==> config.mk <==
export PLATFORM = sky130hd
export DESIGN_NAME = edd_div
export DESIGN_NICKNAME = d
export VERILOG_FILES = /design/src/hw/rtl/error_diffusion_dither_core_macros.svh /design/src/hw/rtl/edd_pkg.sv /design/src/hw/rtl/edd_div.sv
export SDC_FILE = /design/constraint.sdc
export NUM_CORES = 1
export LEC_CHECK = 0
export BUFFER_PORTS_ARGS = -buffer_cell sky130_fd_sc_hd__buf_2
export CELL_PAD_IN_SITES_DETAIL_PLACEMENT = 0
export CELL_PAD_IN_SITES_GLOBAL_PLACEMENT = 1
export CORE_ASPECT_RATIO = 1.4
export CORE_MARGIN = 1.5
export CORE_UTILIZATION = 30
export CTS_BUF_LIST = sky130_fd_sc_hd__clkbuf_4
export DETAILED_ROUTE_END_ITERATION = 12
export PLACE_DENSITY = 0.58
export RECOVER_POWER = 100
export SYNTH_ARGS = -nofsm -noshare
export SYNTH_HDL_FRONTEND = slang
export SYNTH_SLANG_ARGS = --single-unit
==> constraint.sdc <==
create_clock -name clock -period 2.3 [get_ports clock]
set_input_delay 0.575 -clock clock [delete_from_list [all_inputs] [get_ports clock]]
set_output_delay 0.575 -clock clock [all_outputs]
set_load 0.01 [all_outputs]
==> src/hw/rtl/error_diffusion_dither_core_macros.svh <==
// ----------------------------------------------------------------------------
// Error diffusion dither core assertion macros
// Shared concurrent assertion forms used by the dither core.
// ----------------------------------------------------------------------------
`ifndef ERROR_DIFFUSION_DITHER_CORE_MACROS_SVH
`define ERROR_DIFFUSION_DITHER_CORE_MACROS_SVH

// The consequent must hold in the same cycle as the antecedent.
`define EDD_ASSERT_NOW(lbl, clk, rst, ante, cons) \
   lbl: assert property (@(posedge clk) disable iff (rst) (ante) |-> (cons)) \
      else $error("dither core check failed");

// The consequent must hold in the cycle after the antecedent.
`define EDD_ASSERT_NEXT(lbl, clk, rst, ante, cons) \
   lbl: assert property (@(posedge clk) disable iff (rst) (ante) |=> (cons)) \
      else $error("dither core check failed");

`endif

==> src/hw/rtl/edd_pkg.sv <==
// ----------------------------------------------------------------------------
// Error diffusion dither package
// Widths, reset values, register indexes and shared types of the core.
// ----------------------------------------------------------------------------
package edd_pkg;

   // Defaults for the top level parameters.
   localparam int MAX_WIDTH_DEF = 2048;
   localparam int FRAC_BITS_DEF = 8;

   // Field widths.
   localparam int PIXEL_W   = 8;
   localparam int LEVEL_W   = 11;
   localparam int LINE_W    = 12;
   localparam int HEIGHT_W  = 16;
   localparam int SPACING_W = 8;

   // Integer part of the rounded magnitude; it never exceeds 383.
   localparam int QUO_W = 10;

   // Error words carry this many bits above the fraction.
   localparam int ERR_INT_W = 12;

   // Output levels are centered here; error is spread in sixteenths.
   localparam int CENTER     = 128;
   localparam int DIFF_SHIFT = 4;

   // Register port.
   localparam int CSR_AW    = 4;
   localparam int CSR_DW    = 32;
   localparam int REG_IDX_W = 2;

   localparam logic [REG_IDX_W-1:0] REG_LINE_WIDTH    = 2'd0;
   localparam logic [REG_IDX_W-1:0] REG_FRAME_HEIGHT  = 2'd1;
   localparam logic [REG_IDX_W-1:0] REG_LEVEL_SPACING = 2'd2;

   localparam logic [LINE_W-1:0]    LINE_WIDTH_RST    = 12'd640;
   localparam logic [HEIGHT_W-1:0]  FRAME_HEIGHT_RST  = 16'd480;
   localparam logic [SPACING_W-1:0] LEVEL_SPACING_RST = 8'd32;

   // Sequencer states.
   typedef enum logic [3:0] {
      ST_CLEAR,
      ST_IDLE,
      ST_SUM,
      ST_START,
      ST_DIV,
      ST_LVL,
      ST_ERR,
      ST_WB0,
      ST_WB1
   } state_type;

   // Divider status toward the sequencer.
   typedef struct packed {
      logic busy;
      logic done;
   } div_stat_type;

endpackage

==> src/hw/rtl/edd_div.sv <==
// ----------------------------------------------------------------------------
// Quantizer divider
// Restoring divider, one quotient bit per cycle, for the level index.
// ----------------------------------------------------------------------------
module edd_div (
   input  logic                            clock,
   input  logic                            reset,
   input  logic                            start,
   input  logic [edd_pkg::QUO_W-1:0]       dividend,
   input  logic [edd_pkg::SPACING_W-1:0]   divisor,
   output edd_pkg::div_stat_type           stat,
   output logic [edd_pkg::QUO_W-1:0]       quotient
);

   localparam int QW    = edd_pkg::QUO_W;
   localparam int SW    = edd_pkg::SPACING_W;
   localparam int CNT_W = $clog2(QW);

   logic [SW-1:0]    rem_ff, rem_in;
   logic [QW-1:0]    dvd_ff, dvd_in;
   logic [QW-1:0]    quo_ff, quo_in;
   logic [CNT_W-1:0] cnt_ff, cnt_in;
   logic             busy_ff, busy_in;
   logic             done_ff, done_in;

   logic [SW:0] trial;
   logic [SW:0] diff;
   logic        fits;

   // One restoring step: shift in the next dividend bit and try a subtract.
   always_comb begin
      trial = {rem_ff, dvd_ff[QW-1]};
      diff  = trial - {1'b0, divisor};
      fits  = (trial >= {1'b0, divisor});

      rem_in  = rem_ff;
      dvd_in  = dvd_ff;
      quo_in  = quo_ff;
      cnt_in  = cnt_ff;
      busy_in = busy_ff;
      done_in = 1'b0;

      if (start) begin
         rem_in  = '0;
         dvd_in  = dividend;
         quo_in  = '0;
         cnt_in  = '0;
         busy_in = 1'b1;
      end else if (busy_ff) begin
         rem_in = fits ? diff[SW-1:0] : trial[SW-1:0];
         dvd_in = {dvd_ff[QW-2:0], 1'b0};
         quo_in = {quo_ff[QW-2:0], fits};
         cnt_in = cnt_ff + 1'b1;
         if (cnt_ff == CNT_W'(QW - 1)) begin
            busy_in = 1'b0;
            done_in = 1'b1;
         end
      end
   end

   // Control state.
   always_ff @(posedge clock) begin
      if (reset) begin
         busy_ff <= 1'b0;
         done_ff <= 1'b0;
         cnt_ff  <= '0;
      end else begin
         busy_ff <= busy_in;
         done_ff <= done_in;
         cnt_ff  <= cnt_in;
      end
   end

   // Datapath.
   always_ff @(posedge clock) begin
      rem_ff <= rem_in;
      dvd_ff <= dvd_in;
      quo_ff <= quo_in;
   end

   assign stat.busy = busy_ff;
   assign stat.done = done_ff;
   assign quotient  = quo_ff;

endmodule

### After elaboration in Yosys (flattened, before gate mapping)

Cells that the tools add are included.
Widths: inputs -> output; s select.

| operators by class | value |
|---|---|
| $lt $le $gt $ge | 1 |
| reduce and logical (&&, ||, !) cells | 3 |
| multipliers | 0 |
| mux-type cells | 7 |
| equal/unequal tests | 1 |
| shift-type cells | 0 |
| add/sub/neg operators | 2 |
| bitwise operators | 1 |
| divide/modulo/power cells | 0 |

Operators by type and width:

| kind | number |
|---|---|
| $mux 10 | 2 |
| $ge 9x8->1 | 1 |
| $mux 8 | 1 |
| $sub 8x8->8 | 1 |
| $add 4x1->4 const B | 1 |
| $eq 4x4->1 const B | 1 |
| $mux 1 | 4 |
| $reduce_or 3->1 | 1 |
| $reduce_bool 2->1 | 1 |
| $reduce_or 2->1 | 1 |
| $not 1->1 | 1 |

| storage, ports and cells | value |
|---|---|
| latch bits | 0 |
| bits in read-only memories | 0 |
| memories | 0 |
| memory bits (writable) | 0 |
| register bits after elaboration | 34 |
| logic and storage cells | 21 |

### Logic depth before layout (Yosys ltp)

Gate-level depths: netlist of the first run.

| depth | value |
|---|---|
| depth in word-level cells | 4 |
| mapped depth | 9 |
| gate-level depth less buffers | 8 |

### Worst setup path after synthesis of the first run

OpenSTA, ideal clock, no wires.

| path | value |
|---|---|
| kind | input to register |
| start | input divisor[2] (netlist name) |
| end | register rem_ff[0] |
| buffers on the path | 1 |
| arrival time | 1.987 ns |
| library setup time | 0.117 ns |
| slack | 0.196 ns |
| cell stages on the path | 8 |
| cell sequence | inv_1 -> ha_1 -> a311oi_1 -> nand3_1 -> a31o_1 -> buf_6 -> mux2i_1 -> a22o_2 |

| on the way | value |
|---|---|
| longest elaborated chain between the ends | 2 |

Ends and longest elaborated chain:

| element | line | source |
|---|---|---|
| start: declaration | edd_div.sv:10 | `input logic [edd_pkg::SPACING_W-1:0] divisor,` |
| $ge 9x8->1 | edd_div.sv:34 | `fits = (trial >= {1'b0, divisor});` |
| $mux 8 | edd_div.sv:50 | `rem_in = fits ? diff[SW-1:0] : trial[SW-1:0];` |
| end signal: assignment | edd_div.sv:76 | `rem_ff <= rem_in;` |
| end: declaration | edd_div.sv:19 | `logic [SW-1:0] rem_ff, rem_in;` |

No other way between the ends.
A chain may end at the register's enable or synchronous reset.

### Worst setup path in the final report of the first run

| path | value |
|---|---|
| start | input start |
| end | register dvd_ff[9], data pin |

| on the way | value |
|---|---|
| longest elaborated chain between the ends | 1 |

Ends and longest elaborated chain:

| element | line | source |
|---|---|---|
| start: declaration | edd_div.sv:8 | `input logic start,` |
| $mux 10 | edd_div.sv:43 | `if (start) begin` |
| net dvd_in[9] | edd_div.sv:20 | `logic [QW-1:0] dvd_ff, dvd_in;` |
| end signal: assignment | edd_div.sv:77 | `dvd_ff <= dvd_in;` |
| end: declaration | edd_div.sv:20 |  |

The timed path passes the listed nets, and every way through them passes these cells.

==> results of run 1 <==
-- area by class of cell --
| cell class | count | area [um^2] |
|---|---|---|
| sequential | 34 | 781 |
| tap | 70 | 87.6 |
| inverter | 16 | 60.1 |
| fill | 623 | 3770 |
| clock buffer | 6 | 45.0 |
| timing repair buffer | 42 | 211 |
| clock inverter | 2 | 8.76 |
| multi-input combinational | 126 | 940 |
-- per-stage QoR --
stage / utilization (%) / std cells / setup TNS, ps / worst slack (ps) / power, mW
floorplan: - / 187 / 0 / 196 / 0.878
global placement: 35.6 / 288 / 0 / 25.3 / 0.962
detailed placement: 35.6 / 288 / -3.72 / -3.72 / 0.956
CTS: 36.5 / 296 / 0 / 344 / 1.29
global route: 36.1 / 296 / 0 / 79.2 / 1.35
finish: 36.1 / 296 / 0 / 200 / 1.26
-- cells in the mapped netlist, types with 3 or more instances --
library cell	number
ha_1	10
nand2_1	6
edfxtp_1	10
o21ai_0	3
mux2i_1	15
nand3_1	3
nand2b_1	4
clkbuf_1	5
a211oi_1	4
mux2_2	9
a21oi_1	7
xor2_1	4
nor2_1	22
inv_1	16
nor3_1	4
dfxtp_1	24
-- cells by family (layout without fill, tap and decap cells) --
kind of cell / after synthesis / after routing / synth area share (%)
simple gates: 51 / 51 / 13.6
compound gates: 34 / 34 / 13.1
flops: 34 / 34 / 42.4
buf+inv: 27 / 66 / 6.53
mux: 24 / 24 / 13.7
fa+ha+maj: 11 / 11 / 7.89
xor+xnor: 6 / 6 / 2.86
-- worst max-delay path: cells and delay by family --
kind | cells | cell delay [ps]
multiplexers | 1 | 440
buffers and inverters | 2 | 1170
-- state kept, by name (all words and copies together) (netlist names) --
register,cells
quotient,10
cnt_ff,4
rem_ff,8
dvd_ff,10
done_ff,1
busy_ff,1
-- worst paths after layout --
path | startpoint | endpoint
max | start | dvd_ff[9]
max reg2reg | dvd_ff[9] | rem_ff[3]
min | reset | cnt_ff[0]
min reg2reg | quotient[9] | quotient[9]
-- power groups by stage --
| stage | sequential (mW) | combinational (mW) | clock, mW |
|---|---|---|---|
| 6_report | 0.674 | 0.264 | 0.321 |
| 5_1_grt | 0.679 | 0.298 | 0.373 |
| 4_1_cts | 0.675 | 0.270 | 0.342 |
| 2_1_floorplan | 0.680 | 0.198 | 0 |
| 3_5_place_dp | 0.688 | 0.268 | 0 |
| 3_3_place_gp | 0.689 | 0.273 | 0 |
-- metal layers --
metal / vias to the layer above / GRT usage, % / wire [um]
met2: 28 / 21.9 / 1800
li1: 745 / - / -
met3: 6 / 3.07 / 123
met4: 0 / 5.39 / 70
met5: - / 0 / 0
met1: 669 / 13.5 / 1680
==> metrics.txt, run 1 <==
pwr/cell area=590 nW/um^2; Clock Tree Root=clkbuf_4; outcome=completed; Crit. End Element=flop; IR drop worst, VDD=340 uV; hold path depth=2; antenna cells=0; total grt overflow=0; Post-CTS Setup Bufs=0; synthesized area=1840 um^2; Slew Limit Fails=0; flops & latches, synth=34; fmax=0.476 GHz; All-Layer GR Usage=12.1%; largest net degree at the start of global routing=34; Post-synth EDFFs=10; # nets final=257; routed via count divided by cell count=4.89; Tightest Pin Transition=1480 ps; die area=6620 um^2; worst-path fanout max=33; syn nets=219; Ys Warns=0; worst skew pair latency=330 ps; # Max-Cap Violations=0; layout cells sized above 1=22.1%; Top Ports=33; first-pass GRT wire length=6.39 mm; final hold violation count=0; Sw Ratio=28.1%; slowest stage delay, CP=1080 ps; fraction of registers with async set/reset=0%; sequential share of the synthesized area=42.4%; core box area=5900 um^2; Area contributors post-synth=dfxtp_1, edfxtp_1, mux2i_1; DRC=0; Lkg Pwr=0.882 nW; R2R cell count=7; commonest non-fill, non-tap cell in the layout=dfxtp_1; Post-Syn Instances=187; FF-to-FF setup slack=350 ps; fin area=2130 um^2; Final Critical Period=2100 ps; Clock Skew=13.8 ps; Post-synth top flop=dfxtp_1; Worst-path clk slew=100 ps; combinational power share=21.0%; # hold bufs at CTS=0; crit path max-delay cell type=clkbuf_1; vias in the first global route=1447; Syn Area/Cell=9.84 um^2; most frequent cells in the layout=dfxtp_1, nor2_1, buf_2, inv_1, mux2i_1; NetSw=0.354 mW; dpl cell area=2100 um^2; gp weighted congestion=0.699; CTS Sinks=34; Hold Crit Class=input pin to flop; final period utilization=91.3%; DR pass1 iterations=4; CTS Buf Count=5; post-CTS resize count=0; CP startpoint kind=input pin; Synth top area share=26.1%; Internal Power=0.906 mW; initial DRC count=50; Req. time, crit path=2380 ps; sequential share of power=53.5%; initial antenna violation count=0; Antenna Nets Post-Route=0; Die X=69.2 um; crit path kind=input pin to flop; Clock power frac=25.5%; input/output buffers=32; synth-to-layout area growth=15.9%; die height=95.7 um; Starting Density=31.2%; count of cell types in the netlist=44; hold slack=494 ps; Rows=33; routed length per instance=12.4 um; worst-case clock buffer depth=2; RSZ-0062 raised after global routing=false; Relative slew margins=1.21%; CTS tree=yes; Crit path arrival time=2180 ps; final WL=3.68 mm; setup violators final=0; via count=1448; htree depth=2; area leader, netlist=dfxtp_1; post-DP HPWL=2.78 mm; CP Cell Sequence=buf_2 -> clkbuf_1 -> mux2_2
No activity file was read; power rests on OpenSTA's default activity.
==> run 2: changes to the inputs <==
- clock period: 2.3 -> 2.7 ns (I/O delays scaled with it)
==> run 2 against run 1 <==
  * The flow now finishes with violations (max-capacitance violations)
  * Clock power is 11% lower
  * Via count is 1.5% lower
  * Register-to-register slack better by 390 ps
  * Core utilization is 0.91 points lower
  * Non-clock buffer count is 8 lower
  * Sequential power is 15% lower
  * Critical path depth stayed put
  * Critical endpoint unchanged
  * Largest cell class unchanged
  * Highest routed layer unchanged
==> metrics.txt, run 2 (synthesis gave the netlist of run 1 again) <==
final period utilization=82.1%; DR pass1 iterations=4; first-pass GRT wire length=6.32 mm; sequential share of power=53.7%; fmax=0.451 GHz; core box area=5900 um^2; Lkg Pwr=0.844 nW; Slew Limit Fails=0; initial DRC count=60; crit path kind=input pin to flop; # Max-Cap Violations=1; # hold bufs at CTS=0; routed via count divided by cell count=4.95; Relative slew margins=0.0646%; failing checks=max-capacitance violations; final hold violation count=0; slowest stage delay, CP=1100 ps; Post-CTS Setup Bufs=0; Hold Crit Class=flop to flop; CP startpoint kind=input pin; total grt overflow=0; delay-heaviest family, CP=buffers and inverters; die area=6620 um^2; IR drop worst, VDD=344 uV; NetSw=0.298 mW; Crit path arrival time=2300 ps; Levels on crit path=3; combinational power share=19.6%; largest net degree at the start of global routing=34; Internal Power=0.773 mW; post-layout util=35.2%; setup violators final=0; # nets final=249; Crit. End Element=flop; die height=95.7 um; routed length per instance=12.7 um; pwr/cell area=515 nW/um^2; via count=1427; Clock power frac=26.8%; All-Layer GR Usage=12.0%; hold path depth=2; commonest non-fill, non-tap cell in the layout=dfxtp_1; CTS Buf Count=5; Clock Skew=13.4 ps; htree depth=2; Final TNS setup=0 ps; Antenna Nets Post-Route=0; Sw Ratio=27.8%; Critical Path Start=start; R2R cell count=6; Top Ports=33; DRC=0; worst-case clock buffer depth=2; initial antenna violation count=0; FF-to-FF setup slack=740 ps; CTS tree=yes; antenna cells=0; post-CTS resize count=0; Final Critical Period=2220 ps; crit path max-delay cell type=clkbuf_1; Rows=33; worst-path fanout max=33; WP buf/inv=2; layout cells sized above 1=19.3%; vias in the first global route=1353; reg2reg end=rem_ff[3]; synth-to-layout area growth=13.0%; outcome=finished with violations; Hold EP=rem_ff[5]; Die X=69.2 um; RSZ-0062 raised after global routing=false; final WL=3.65 mm; CP Cell Sequence=clkbuf_1 -> clkbuf_1 -> mux2_2; Tightest Pin Transition=1500 ps; post-DP HPWL=2.75 mm; worst reg2reg startpoint=rem_ff[5]; gp weighted congestion=0.706; Worst-path clk slew=100 ps; most used cell, CP=clkbuf_1; Req. time, crit path=2780 ps; Clock Tree Root=clkbuf_4; hold path startpoint=rem_ff[5]; most frequent cells in the layout=dfxtp_1, nor2_1, buf_2, inv_1, mux2i_1; input/output buffers=32; Starting Density=31.2%; worst skew pair latency=330 ps; CTS Sinks=34
==> run 2: worst max-delay path by stage <==
stage	end
detailed placement	rem_ff[1]
floorplan	rem_ff[0]
global route	dvd_ff[8]
finish	dvd_ff[9]
global placement	rem_ff[0]
CTS	rem_ff[0]
==> run 2: metal layers <==
layer,global-route usage [%],vias to the layer above,part of all wire (%)
met5,0,-,0
met4,6.05,0,2.3
met3,3.59,8,4.3
met2,19.6,32,49
met1,14.4,657,44
li1,-,730,-
==> run 2: area by class of cell <==
class | instances | area [um^2]
Clock buffer | 7 | 52.6
Inverter | 16 | 60.1
Fill cell | 638 | 3820
Multi-Input combinational cell | 126 | 940
Clock inverter | 1 | 3.75
Sequential cell | 34 | 781
Timing Repair Buffer | 34 | 155
Tap cell | 70 | 87.6
==> run 2: per-stage QoR <==
stage                     instance area, um^2  hold slack, ps  cells  power [mW]  worst slack (ps)
final                                    2080             506    288        1.07               482
after floorplan                          1840             451    187       0.748               496
after CTS                                2100             503    288        1.10               622
after detailed placement                 2040             487    280       0.799               254
after global routing                     2080             553    288        1.14               294
after global placement                   2040             480    280       0.804               283
==> run 2: power by group through the flow <==
stage / sequential, mW / combinational [mW] / clock (mW)
final: 0.575 / 0.210 / 0.287
after global routing: 0.581 / 0.237 / 0.322
after CTS: 0.576 / 0.213 / 0.309
after detailed placement: 0.587 / 0.212 / 0
after global placement: 0.588 / 0.216 / 0
after floorplan: 0.579 / 0.168 / 0
==> run 2: worst register-to-register path, delay by kind of cell, from the launching register on <==
family	cells	cell delay [ps]
compound gates	4	790
flops	1	350
fa+ha+maj	1	400
mux	1	240
==> run 3: changes to the inputs <==
- PLACE_DENSITY: 0.58 -> 0.6
- clock period: 2.7 -> 2 ns (I/O delays scaled with it)
==> run 3 against run 2 <==
  * The flow now finishes without violations
  * Final area rose by 9.9%
  * Clock-buffer cell count fell by 1
  * Final cell count rose by 6.6%
  * Critical endpoint is now rem_ff[1]
  * Largest cell class unchanged
==> metrics.txt, run 3 (synthesis gave the netlist of run 1 again) <==
worst-path fanout max=6; Starting Density=31.2%; core box area=5900 um^2; final period utilization=94.5%; initial DRC count=34; area occupied by multi-input gates=1000 um^2; gp weighted congestion=0.693; IR drop worst, VDD=332 uV; antenna cells=0; commonest non-fill, non-tap cell in the layout=dfxtp_1; dpl cell area=2190 um^2; FF+latch area=781 um^2; # Max-Cap Violations=0; layout cells sized above 1=29.5%; dpl cells=298; fillers=641; hold path startpoint=reset; All-Layer GR Usage=12.2%; final hold violation count=0; Antenna Nets Post-Route=0; die area=6620 um^2; Tightest Pin Transition=576 ps; Die X=69.2 um; initial antenna violation count=0; fmax=0.529 GHz; fin area=2290 um^2; Worst-path clk slew=110 ps; Slew Limit Fails=0; post-DP HPWL=2.89 mm; DR pass1 iterations=4; most frequent cells in the layout=dfxtp_1, nor2_1, buf_2, buf_4, inv_1; CTS tree=yes; largest net degree at the start of global routing=24; via count=1497; pwr/cell area=664 nW/um^2; total grt overflow=0; DRC=0; Rows=33; Relative slew margins=61.6%; Clock Skew=14.8 ps; Top Ports=33; Critical Path Start=dvd_ff[9]; vias in the first global route=1398; die height=95.7 um; Crit path arrival time=2130 ps; final WL=3.89 mm; outcome=completed; setup violators final=0; Crit. End Element=flop; input/output buffers=32; worst-case clock buffer depth=2; Req. time, crit path=2240 ps; Hold Crit Class=input pin to flop; CP startpoint kind=flop; worst reg2reg startpoint=dvd_ff[9]; routed via count divided by cell count=4.88; CTS Buf Count=5; non-filler instance count after layout=307; Final Critical Period=1890 ps; # hold bufs at CTS=0; first-pass GRT wire length=6.40 mm; Lkg Pwr=0.954 nW; CTS Sinks=34; routed length per instance=12.7 um; crit path kind=flop to flop; # nets final=268; htree depth=2; synth-to-layout area growth=24.2%; Clock Tree Root=clkbuf_4; worst skew pair latency=340 ps
## run 3: metrics by stage
| stage | total power, mW | TNS, ps | worst slack [ps] | utilization (%) | hold WS [ps] |
|---|---|---|---|---|---|
| 2_1_floorplan | 1.01 | 0 | 62.6 | - | 451 |
| 3_3_place_gp | 1.13 | -1000 | -164 | 37.1 | 476 |
| 3_5_place_dp | 1.13 | -1160 | -178 | 37.1 | 488 |
| 4_1_cts | 1.52 | 0 | 53.6 | 38.0 | 386 |
| 5_1_grt | 1.62 | -63.7 | -22.7 | 38.7 | 395 |
| 6_report | 1.52 | 0 | 110 | 38.7 | 399 |
## run 3: layout make-up
type / instances / area share [%]
clock inverters: 2 / 0.383
multi-input cells: 126 / 43.9
inverters: 16 / 2.63
repair buffers: 53 / 13.1
flip-flops and latches: 34 / 34.2
clock buffers: 6 / 1.97
well taps: 70 / 3.83
## run 3: worst paths after layout
kind            endpoint  slack, ps  cells past startpoint
max            rem_ff[1]        110                      7
min reg2reg  quotient[9]        510                      2
min            cnt_ff[2]        400                      2
max reg2reg    rem_ff[1]        110                      7
## run 3: critical path: stages (launching register included)
cell and delay [ps]:
edfxtp_1 370, inv_1 80, ha_1 250, a311oi_2 270, nand3_1 170, a31o_4 300
mux2i_1 130, a22o_2 220
## run 3: per-layer routing
metal	track usage [%]	routed length (um)	up-vias
met5	0	0	-
met4	5.39	68	0
met3	2.54	117	6
met2	21.7	2040	23
met1	14.0	1670	703
li1	-	-	765
## run 3: where the power goes
group,internal (mW),switching (mW)
sequential,0.752,0.0208
clock,0.147,0.229
combinational,0.183,0.187
total,1.08,0.438
## run 3: repair_timing
item | 4_1_cts | 5_1_grt
setup buffers | 0 | 1
resized for setup | 0 | 9
endpoints found under the setup margin | 0 | 6
